**src/rtl/core/sps_pkg.sv**
```systemverilog
package sps_pkg;

	// Longest pattern and longest text, in bytes.
	localparam int MAX_LEN = 255;

	// Width of the pattern length and text counters; they must hold MAX_LEN itself.
	localparam int CNT_W = $clog2(MAX_LEN + 1);

	// Width of the reported position.
	localparam int POS_W = 8;

	// Width used for the position arithmetic before the low bits are taken.
	localparam int CALC_W = (CNT_W > POS_W) ? CNT_W : POS_W;

	// The match vector is reduced in groups; each group ORs GRP_SIZE cells.
	localparam int GRP_SIZE = 16;
	localparam int NUM_GRP  = (MAX_LEN + GRP_SIZE - 1) / GRP_SIZE;
	localparam int PAD_W    = NUM_GRP * GRP_SIZE;

	// Result queue.
	localparam int FIFO_DEPTH = 4;
	localparam int FIFO_PTR_W = $clog2(FIFO_DEPTH);
	localparam int FIFO_CNT_W = $clog2(FIFO_DEPTH + 1);

	typedef enum logic [1:0] {
		OP_CLEAR  = 2'd0,
		OP_APPEND = 2'd1,
		OP_TEXT   = 2'd2,
		OP_END    = 2'd3
	} opcode_t;

	typedef enum logic [1:0] {
		TOK_NONE    = 2'd0,
		TOK_BYTE    = 2'd1,
		TOK_END     = 2'd2,
		TOK_RESTART = 2'd3
	} tok_kind_t;

	// Broadcast from the controller to every cell of the chain.
	typedef struct packed {
		logic       clear_pat;
		logic       append;
		logic       text;
		logic       restart;
		logic [7:0] data;
	} cell_ctrl_t;

	// One word travelling down the match-reduction pipeline.
	typedef struct packed {
		tok_kind_t        kind;
		logic [POS_W-1:0] pos;
		logic             force_hit;
		logic             ovf;
	} token_t;

	typedef struct packed {
		logic [POS_W-1:0] pos;
		logic             ovf;
	} result_t;

endpackage

```
**src/rtl/core/substring_position_search_top.sv**
```systemverilog
// Substring search: reports the 1-based position of the first occurrence of a
// stored pattern in a streamed text, or 0 when it never occurs.
// Input channel (in_valid/in_ready): each word carries an opcode and a byte.
// Opcode clear empties the pattern, append adds a pattern byte, text feeds one
// text byte, and end closes the text. Only an end word yields a result word on
// the output channel (out_valid/out_ready): match_position and overflow.
// Throughput is one input word per clock while in_ready is high. The pattern
// lives in a chain of MAX_LEN cells, one byte per cell, and every text byte
// updates all candidate bits at once. A result word is offered once its end
// word has passed two token stages, which line it up with the grouped match
// bit of the last text byte, and has been written into the result queue as it
// leaves the second stage.
// When the receiver stalls, results wait in a four-word queue; in_ready drops
// only when the queued results and the end words still in flight already take
// all four entries.
// Reset empties the pattern, the candidate bits, all counters and the queue;
// the pattern bytes themselves are not cleared.
module substring_position_search_top (
	input  logic       clk,
	input  logic       arst_n,
	input  logic       in_valid,
	output logic       in_ready,
	input  logic [1:0] opcode,
	input  logic [7:0] data_byte,
	output logic       out_valid,
	input  logic       out_ready,
	output logic [7:0] match_position,
	output logic       overflow
);
	import sps_pkg::*;

	logic                  accept;
	logic [CNT_W-1:0]      len_q;
	logic [CNT_W-1:0]      text_cnt_q;
	logic                  ovf_q;
	cell_ctrl_t            ctrl;
	token_t                tok_d;
	token_t                tok_s1;
	token_t                tok_s2;
	logic [NUM_GRP-1:0]    grp_d;
	logic [NUM_GRP-1:0]    grp_s2;
	logic                  found_q;
	logic [POS_W-1:0]      found_pos_q;
	logic                  final_hit;
	logic                  push;
	result_t               push_data;
	result_t               head;
	logic                  fifo_pop;
	logic [FIFO_CNT_W-1:0] fifo_cnt;
	logic [FIFO_CNT_W-1:0] reserved;
	logic [CALC_W-1:0]     pos_calc;

	logic [MAX_LEN-1:0]    valid_w;
	logic [MAX_LEN-1:0]    cand_w;
	logic [MAX_LEN-1:0]    hit_w;
	logic [PAD_W-1:0]      hit_pad;

	assign accept = in_valid && in_ready;

	// Position of a match ending at the byte being taken: count + 1 - len + 1.
	assign pos_calc = CALC_W'(text_cnt_q) + CALC_W'(2) - CALC_W'(len_q);

	// Decode the accepted word into cell controls, counter updates and a token.
	always_comb begin
		ctrl.clear_pat = 1'b0;
		ctrl.append    = 1'b0;
		ctrl.text      = 1'b0;
		ctrl.restart   = 1'b0;
		ctrl.data      = data_byte;
		tok_d.kind      = TOK_NONE;
		tok_d.pos       = '0;
		tok_d.force_hit = 1'b0;
		tok_d.ovf       = ovf_q;
		if (accept) begin
			unique case (opcode)
				OP_CLEAR: begin
					ctrl.clear_pat = 1'b1;
					ctrl.restart   = 1'b1;
					tok_d.kind     = TOK_RESTART;
				end
				OP_APPEND: begin
					ctrl.append  = 1'b1;
					ctrl.restart = 1'b1;
					tok_d.kind   = TOK_RESTART;
				end
				OP_TEXT: begin
					if (text_cnt_q != CNT_W'(MAX_LEN)) begin
						ctrl.text       = 1'b1;
						tok_d.kind      = TOK_BYTE;
						tok_d.force_hit = (len_q == '0);
						tok_d.pos       = (len_q == '0) ? POS_W'(1) : pos_calc[POS_W-1:0];
					end
				end
				OP_END: begin
					ctrl.restart = 1'b1;
					tok_d.kind   = TOK_END;
				end
				default: begin
					tok_d.kind = TOK_NONE;
				end
			endcase
		end
	end

	// Pattern length, text count and the sticky overflow flag.
	always_ff @(posedge clk or negedge arst_n) begin
		if (!arst_n) begin
			len_q      <= '0;
			text_cnt_q <= '0;
			ovf_q      <= 1'b0;
		end else if (accept) begin
			unique case (opcode)
				OP_CLEAR: begin
					len_q      <= '0;
					text_cnt_q <= '0;
					ovf_q      <= 1'b0;
				end
				OP_APPEND: begin
					text_cnt_q <= '0;
					if (len_q == CNT_W'(MAX_LEN)) begin
						ovf_q <= 1'b1;
					end else begin
						len_q <= len_q + 1'b1;
					end
				end
				OP_TEXT: begin
					if (text_cnt_q == CNT_W'(MAX_LEN)) begin
						ovf_q <= 1'b1;
					end else begin
						text_cnt_q <= text_cnt_q + 1'b1;
					end
				end
				OP_END: begin
					text_cnt_q <= '0;
					ovf_q      <= 1'b0;
				end
				default: begin
					ovf_q <= ovf_q;
				end
			endcase
		end
	end

	// The cell chain. Cell 0 sees an always-valid, always-matching neighbor.
	for (genvar i = 0; i < MAX_LEN; i++) begin : g_cell
		logic pv;
		logic pc;
		logic nv;
		if (i == 0) begin : g_first
			assign pv = 1'b1;
			assign pc = 1'b1;
		end else begin : g_rest
			assign pv = valid_w[i-1];
			assign pc = cand_w[i-1];
		end
		if (i == MAX_LEN - 1) begin : g_last
			assign nv = 1'b0;
		end else begin : g_mid
			assign nv = valid_w[i+1];
		end
		sps_cell u_cell (
			.clk        (clk),
			.arst_n     (arst_n),
			.ctrl       (ctrl),
			.prev_valid (pv),
			.prev_cand  (pc),
			.next_valid (nv),
			.valid      (valid_w[i]),
			.cand       (cand_w[i]),
			.hit        (hit_w[i])
		);
	end

	// Only the last filled cell can flag a hit, so the OR over all cells is the
	// full-match bit. It is reduced in groups and registered.
	assign hit_pad = PAD_W'(hit_w);

	always_comb begin
		for (int g = 0; g < NUM_GRP; g++) begin
			grp_d[g] = |hit_pad[g*GRP_SIZE +: GRP_SIZE];
		end
	end

	always_ff @(posedge clk or negedge arst_n) begin
		if (!arst_n) begin
			tok_s1 <= '0;
			tok_s2 <= '0;
		end else begin
			tok_s1 <= tok_d;
			tok_s2 <= tok_s1;
		end
	end

	always_ff @(posedge clk) begin
		grp_s2 <= grp_d;
	end

	// First match wins; an end word closes the text and emits the result.
	assign final_hit = tok_s2.force_hit || (|grp_s2);

	always_ff @(posedge clk or negedge arst_n) begin
		if (!arst_n) begin
			found_q     <= 1'b0;
			found_pos_q <= '0;
		end else begin
			case (tok_s2.kind) inside
				TOK_BYTE: begin
					if (final_hit && !found_q) begin
						found_q     <= 1'b1;
						found_pos_q <= tok_s2.pos;
					end
				end
				TOK_END, TOK_RESTART: begin
					found_q     <= 1'b0;
					found_pos_q <= '0;
				end
				default: begin
					found_q <= found_q;
				end
			endcase
		end
	end

	assign push           = (tok_s2.kind == TOK_END);
	assign push_data.pos  = found_q ? found_pos_q : '0;
	assign push_data.ovf  = tok_s2.ovf;

	sps_out_fifo u_out_fifo (
		.clk       (clk),
		.arst_n    (arst_n),
		.push      (push),
		.push_data (push_data),
		.pop       (fifo_pop),
		.not_empty (out_valid),
		.head      (head),
		.count     (fifo_cnt)
	);

	assign fifo_pop       = out_valid && out_ready;
	assign match_position = head.pos;
	assign overflow       = head.ovf;

	// Hold back input while queued results plus end words in flight fill the queue.
	assign reserved = fifo_cnt
		+ FIFO_CNT_W'(tok_s1.kind == TOK_END)
		+ FIFO_CNT_W'(tok_s2.kind == TOK_END);
	assign in_ready = (reserved < FIFO_CNT_W'(FIFO_DEPTH));

endmodule

```
**src/rtl/core/sps_cell.sv**
```systemverilog
module sps_cell (
	input  logic                clk,
	input  logic                arst_n,
	input  sps_pkg::cell_ctrl_t ctrl,
	input  logic                prev_valid,
	input  logic                prev_cand,
	input  logic                next_valid,
	output logic                valid,
	output logic                cand,
	output logic                hit
);
	import sps_pkg::*;

	logic       valid_q;
	logic       cand_q;
	logic [7:0] pat_q;

	// A cell holds one pattern byte; the first empty cell takes an appended byte.
	always_ff @(posedge clk or negedge arst_n) begin
		if (!arst_n) begin
			valid_q <= 1'b0;
		end else if (ctrl.clear_pat) begin
			valid_q <= 1'b0;
		end else if (ctrl.append && prev_valid && !valid_q) begin
			valid_q <= 1'b1;
		end
	end

	always_ff @(posedge clk) begin
		if (ctrl.append && prev_valid && !valid_q) begin
			pat_q <= ctrl.data;
		end
	end

	// Candidate bit: the text so far ends with the pattern prefix up to this cell.
	always_ff @(posedge clk or negedge arst_n) begin
		if (!arst_n) begin
			cand_q <= 1'b0;
		end else if (ctrl.restart) begin
			cand_q <= 1'b0;
		end else if (ctrl.text) begin
			cand_q <= prev_cand && (pat_q == ctrl.data);
		end
	end

	assign valid = valid_q;
	assign cand  = cand_q;
	assign hit   = valid_q && !next_valid && cand_q;

endmodule

```
**src/rtl/core/sps_out_fifo.sv**
```systemverilog
module sps_out_fifo (
	input  logic                                clk,
	input  logic                                arst_n,
	input  logic                                push,
	input  sps_pkg::result_t                    push_data,
	input  logic                                pop,
	output logic                                not_empty,
	output sps_pkg::result_t                    head,
	output logic [sps_pkg::FIFO_CNT_W-1:0]      count
);
	import sps_pkg::*;

	result_t                 mem_q [FIFO_DEPTH];
	logic [FIFO_PTR_W-1:0]   wr_ptr_q;
	logic [FIFO_PTR_W-1:0]   rd_ptr_q;
	logic [FIFO_CNT_W-1:0]   cnt_q;

	always_ff @(posedge clk) begin
		if (push) begin
			mem_q[wr_ptr_q] <= push_data;
		end
	end

	always_ff @(posedge clk or negedge arst_n) begin
		if (!arst_n) begin
			wr_ptr_q <= '0;
			rd_ptr_q <= '0;
			cnt_q    <= '0;
		end else begin
			if (push) begin
				wr_ptr_q <= (wr_ptr_q == FIFO_PTR_W'(FIFO_DEPTH - 1)) ? '0 : wr_ptr_q + 1'b1;
			end
			if (pop) begin
				rd_ptr_q <= (rd_ptr_q == FIFO_PTR_W'(FIFO_DEPTH - 1)) ? '0 : rd_ptr_q + 1'b1;
			end
			if (push && !pop) begin
				cnt_q <= cnt_q + 1'b1;
			end else if (pop && !push) begin
				cnt_q <= cnt_q - 1'b1;
			end
		end
	end

	assign not_empty = (cnt_q != '0);
	assign head      = mem_q[rd_ptr_q];
	assign count     = cnt_q;

endmodule

```
**config.mk**
```make
export PLATFORM = sky130hd
export DESIGN_NAME = substring_position_search_top
export DESIGN_NICKNAME = d
export VERILOG_FILES = /design/src/rtl/core/sps_pkg.sv /design/src/rtl/core/substring_position_search_top.sv /design/src/rtl/core/sps_cell.sv /design/src/rtl/core/sps_out_fifo.sv
export SDC_FILE = /design/constraint.sdc
export NUM_CORES = 2
export LEC_CHECK = 0
export ABC_AREA = 0
export BUFFER_PORTS_ARGS = -buffer_cell sky130_fd_sc_hd__buf_2
export CAP_MARGIN = 20
export CORE_UTILIZATION = 33
export DETAILED_ROUTE_END_ITERATION = 10
export GPL_TIMING_DRIVEN = 0
export SYNTH_ARGS = -nofsm -noshare
export SYNTH_HDL_FRONTEND = slang
export SYNTH_SLANG_ARGS = --single-unit
```
**constraint.sdc**
```tcl
create_clock -name clk -period 3.2 [get_ports clk]
set_input_delay 0.32 -clock clk [delete_from_list [all_inputs] [get_ports clk]]
set_output_delay 0.32 -clock clk [all_outputs]
set_load 0.01 [all_outputs]
```
==> impl.org <==
** Timing
- Slew at the pin closest to its max-slew limit :: 1.193 ns
- Final hold analysis gives a worst-case slack of -0.01963 ns.
- Setup violations remaining at the end of the flow were counted as 3.
- Number of slew-limit violations in the final report :: 0
- Headroom to the max-slew limit came out at 0.2048.
- In the final timing run, aggregate negative setup slack is -0.06724 ns.
- On the final layout, the worst clock skew is 0.08236 ns.
- The smallest clock period supported by the final layout is computed as 3.242 ns.
- Achievable clock frequency :: 0.3085 GHz
- Of the available clock period, the critical path in the final layout requires 1.013.
- Setup repair after global routing could not meet its margin everywhere.
- Final Hold Fails :: 5
- Worst setup margin :: -0.04183 ns

** Final layout
- Count of fill cells added during filler insertion :: 30780
- In the final layout, the share of cells above drive strength 1 is 0.1569.
- Measured on the finished design, the core utilization comes to 0.3964.
- In the final design database the tool counted 8128 nets.
- Final non-filler cell area :: 0.1339 mm^2
- The area growth from synthesis to layout is 19.24%.
- Final cell count without fillers :: 12840

** CTS
- TritonCTS built the clock tree.
- Cell at the root of the clock tree :: sky130_fd_sc_hd__clkbuf_16
- H-tree level count :: 5
- Number of clock sinks seen by CTS :: 2659
- The later pin in the worst-skew pair is clocked with a latency of 0.92 ns.
- TritonCTS created 289 clock buffers.
- Clock transition at the register clock pins on the worst setup and hold paths after CTS :: 0.06 ns
- The clock passes through at most 4 buffers.

** Logic synthesis
- Ys flop type :: sky130_fd_sc_hd__edfxtp_1
- sky130_fd_sc_hd__edfxtp_1 takes more of the synthesized area than any other cell.
- Fraction of synthesis flops using an asynchronous set or reset pin :: 0.2132
- Total standard cell area after synthesis :: 0.1123 mm^2
- EDFF count, synth :: 2076
- Flip-flop and latch count after synthesis :: 2659
- The number of nets handed over by synthesis was 7592.
- The commonest cells after synthesis are sky130_fd_sc_hd__edfxtp_1 (2076), sky130_fd_sc_hd__xor2_1 (1166), sky130_fd_sc_hd__xnor2_1 (884).
- Most area-consuming cells after synthesis :: sky130_fd_sc_hd__edfxtp_1 (56%), sky130_fd_sc_hd__dfrtp_1 (13%), sky130_fd_sc_hd__xor2_1 (9.1%), sky130_fd_sc_hd__xnor2_1 (6.9%), sky130_fd_sc_hd__a32o_1 (2.3%)
- After synthesis, the netlist uses 55 different library cells.
- Top-count cell post-synth :: sky130_fd_sc_hd__edfxtp_1
- After technology mapping, the gate count stands at 7548.
- Share of synthesized area occupied by flip-flops and latches :: 0.6846
- Yosys printed 0 warnings.
- Average footprint of a synthesized cell :: 14.87 um^2
- The share of synthesized area in the top cell type comes to 0.5553.

** Setup path
- R2R Setup Slk :: 0.04 ns
- Tracing the worst setup path back leads to its startpoint at data_byte[2].
- Crit Path Category :: input pin to flip-flop
- Worst endpoint required time :: 4.02 ns
- Of all nets on the critical path, the largest fanout is 87.
- In this run the critical register-to-register path is launched from tok_s2[11].
- Type of element capturing the critical path :: flip-flop
- STA classifies the critical path startpoint as an input pin.
- Data arrives at the worst endpoint at 4.06 ns.

** Power
- The share of total power dissipated in sequential elements is 0.490.
- Dividing total power by cell area gives a power density of 603.2 mW/mm^2.
- Cell internal power was estimated by the tool at 59650 uW.
- Combinational power share :: 0.102
- For this design the total switching power over the nets is 21100 uW.
- Across the VDD grid, the largest voltage drop is 532.4 uV.
- Switching fraction of total power :: 0.2613
- Of the total power, the clock network draws 0.408.
- Leakage dissipation :: 0.04627 uW

** Status
- Outcome :: finished with violations
- The final reports fail on hold timing, setup timing.

** Placement
- Input and output buffers added on the ports amount to 24.
- Counting tap cells, the placed design contains a total of 12170 instances.
- Post-detailed-placement half-perimeter wirelength :: 237300 um
- Final RePlAce weighted congestion :: 0.8828
- In this run the cell area measured after placement is 0.1194 mm^2.

** Routing
- The final route contains 69570 vias.
- Initial DRC Count :: 8635
- The count of nets left with antenna violations once routing finished came out at 0.
- DR vias/cell :: 5.417
- Number of design rule violations left after detail routing :: 0
- The first detailed-routing pass took 6 iterations.
- After detailed routing, the average wire length per cell comes to 29.40 um.
- Routed Wire Length :: 377500 um

** Run
- Across the run, the number of max-cap violations was 0.

** Floorplanning
- Die Area :: 0.3425 mm^2
- Number of core rows :: 213
- From bottom edge to top edge, the die measures 585.2 um.
- Area of the core region :: 0.3377 mm^2
- Measured along the x axis, the die boundary spans 585.2 um.
- The initial utilization of the core area, before any placement, comes to 0.3324.
- I/O pins :: 25

** Global route
- Global-route wire length before repair :: 521800 um
- Number of global-route vias before repair :: 67680
- Summed over all layers, the global routing overflow is 0.
- For this run, the total global-route usage over all layers was measured as 0.2150.
- Initial antenna violation count :: 23
- Pin count of the biggest net entering global routing :: 104

** Min path
- The startpoint identified for the worst hold timing path is data_byte[0].
- HP Class :: input pin to flip-flop
[state kept, by name (all words and copies together), names as in the netlist]
| register | count |
|---|---|
| g_cell.u_cell.pat_q | 2040 |
| g_cell.u_cell.cand | 255 |
| g_cell.u_cell.valid | 255 |
| u_out_fifo.mem_q | 36 |
| grp_s2 | 16 |
| tok_s1 | 12 |
| tok_s2 | 11 |
| found_pos_q | 8 |
| len_q | 8 |
| text_cnt_q | 8 |
| u_out_fifo.count | 3 |
| u_out_fifo.rd_ptr_q | 2 |
| u_out_fifo.wr_ptr_q | 2 |
| found_q | 1 |
| ovf_q | 1 |
| push_data | 1 |
[metrics by stage]
step,hold slack (ns),total power (uW),setup slack [ns]
after floorplan,0.02441,43640,0.1492
after global placement,0.3329,47310,-11.38
after detailed placement,0.2644,47480,-1.909
after CTS,0.005553,80610,-0.08925
after global routing,-0.007435,82740,-0.02713
final,-0.01963,80750,-0.04183
[power by group through the flow]
stage	combinational [uW]	sequential, uW	clock [uW]
after floorplan	4040	39600	0
after global placement	7180	40100	0
after detailed placement	7470	40000	0
after CTS	8030	39500	33100
after global routing	8610	39700	34500
final	8230	39600	32900
[layer usage]
layer	global-route usage	wire length, um	up-vias
met4	0.09941	20200	12
met2	0.3433	174500	3655
met1	0.2795	146900	36100
li1	-	-	28940
met5	0	82	-
met3	0.04610	35850	860
[cell usage in the layout (no fill, tap or decap), types with 28 or more instances in the layout]
master	synthesis	final
sky130_fd_sc_hd__buf_4	15	107
sky130_fd_sc_hd__xnor2_1	884	884
sky130_fd_sc_hd__clkbuf_1	56	128
sky130_fd_sc_hd__nand2_1	106	104
sky130_fd_sc_hd__nand3_1	130	130
sky130_fd_sc_hd__clkbuf_16	0	299
sky130_fd_sc_hd__buf_12	0	97
sky130_fd_sc_hd__a21oi_1	264	264
sky130_fd_sc_hd__nor3b_4	0	122
sky130_fd_sc_hd__a32o_1	255	255
sky130_fd_sc_hd__nor2_4	0	72
sky130_fd_sc_hd__nand4_1	219	219
sky130_fd_sc_hd__inv_1	44	44
sky130_fd_sc_hd__ha_1	28	28
sky130_fd_sc_hd__clkinv_1	0	42
sky130_fd_sc_hd__dfrtp_1	567	567
sky130_fd_sc_hd__and3_1	160	160
sky130_fd_sc_hd__buf_6	1	32
sky130_fd_sc_hd__nor3b_2	0	37
sky130_fd_sc_hd__nor4_1	358	324
sky130_fd_sc_hd__xor2_1	1166	1166
sky130_fd_sc_hd__buf_16	0	34
sky130_fd_sc_hd__nand3b_1	227	227
sky130_fd_sc_hd__nor2_1	338	257
sky130_fd_sc_hd__clkinv_2	0	32
sky130_fd_sc_hd__clkbuf_4	0	30
sky130_fd_sc_hd__edfxtp_1	2076	2076
sky130_fd_sc_hd__buf_2	333	275
sky130_fd_sc_hd__clkbuf_8	0	32
[layout make-up]
class | count | area [um^2] | area share
Tap cell | 4515 | 5649 | 0.04220
Antenna cell | 12 | 30.03 | 0.0002243
Buffer | 405 | 2386 | 0.01783
Clock buffer | 413 | 8188 | 0.06117
Inverter | 44 | 165.2 | 0.001234
Sequential cell | 2659 | 76850 | 0.5741
Timing Repair Buffer | 245 | 3807 | 0.02844
Multi-Input combinational cell | 4440 | 35770 | 0.2672
Clock inverter | 110 | 1015 | 0.007581
[critical path: stages]
cell,delay (ns)
sky130_fd_sc_hd__buf_8,0.49
sky130_fd_sc_hd__buf_16,0.47
sky130_fd_sc_hd__clkbuf_1,0.21
sky130_fd_sc_hd__buf_4,0.49
sky130_fd_sc_hd__buf_4,0.51
sky130_fd_sc_hd__xnor2_1,0.17
sky130_fd_sc_hd__nand4_1,0.13
sky130_fd_sc_hd__nor4_2,0.55
sky130_fd_sc_hd__and3_1,0.24
sky130_fd_sc_hd__a32o_1,0.16
[path summary, 6_finish.rpt]
| path | end | cells past startpoint |
|---|---|---|
| setup / recovery | g_cell[242].u_cell.cand | 10 |
| hold / removal | g_cell[162].u_cell.pat_q[0] | 2 |
| min in group asynchronous | tok_s1[8] | 3 |
| setup reg to reg | g_cell[245].u_cell.pat_q[6] | 11 |
| max in group asynchronous | g_cell[144].u_cell.valid | 5 |
| hold reg to reg | tok_s2[9] | 0 |
[kinds of logic (layout without fill, tap and decap cells)]
kind of cell,Yosys count,in the layout,share of synthesized area
AOI/OAI and AO/OA,562,562,0.03733
xor gates and xnor gates,2050,2050,0.1599
adders and majority gates,30,30,0.003478
buffers and inverters,449,1217,0.01929
DFF,2659,2659,0.6846
muxes,22,22,0.003087
other,0,12,0
and+or+nand+nor,1776,1776,0.09227
[what timing repair did]
item	4_1_cts	5_1_grt
hold endpoints to repair	477	0
endpoints found under the setup margin	2553	1374
hold buffers	24	0
pin swaps	62	33
setup buffers	80	29
gates resized for setup	496	162
gates cloned	0	1
Power figures use the tool's default switching activity.
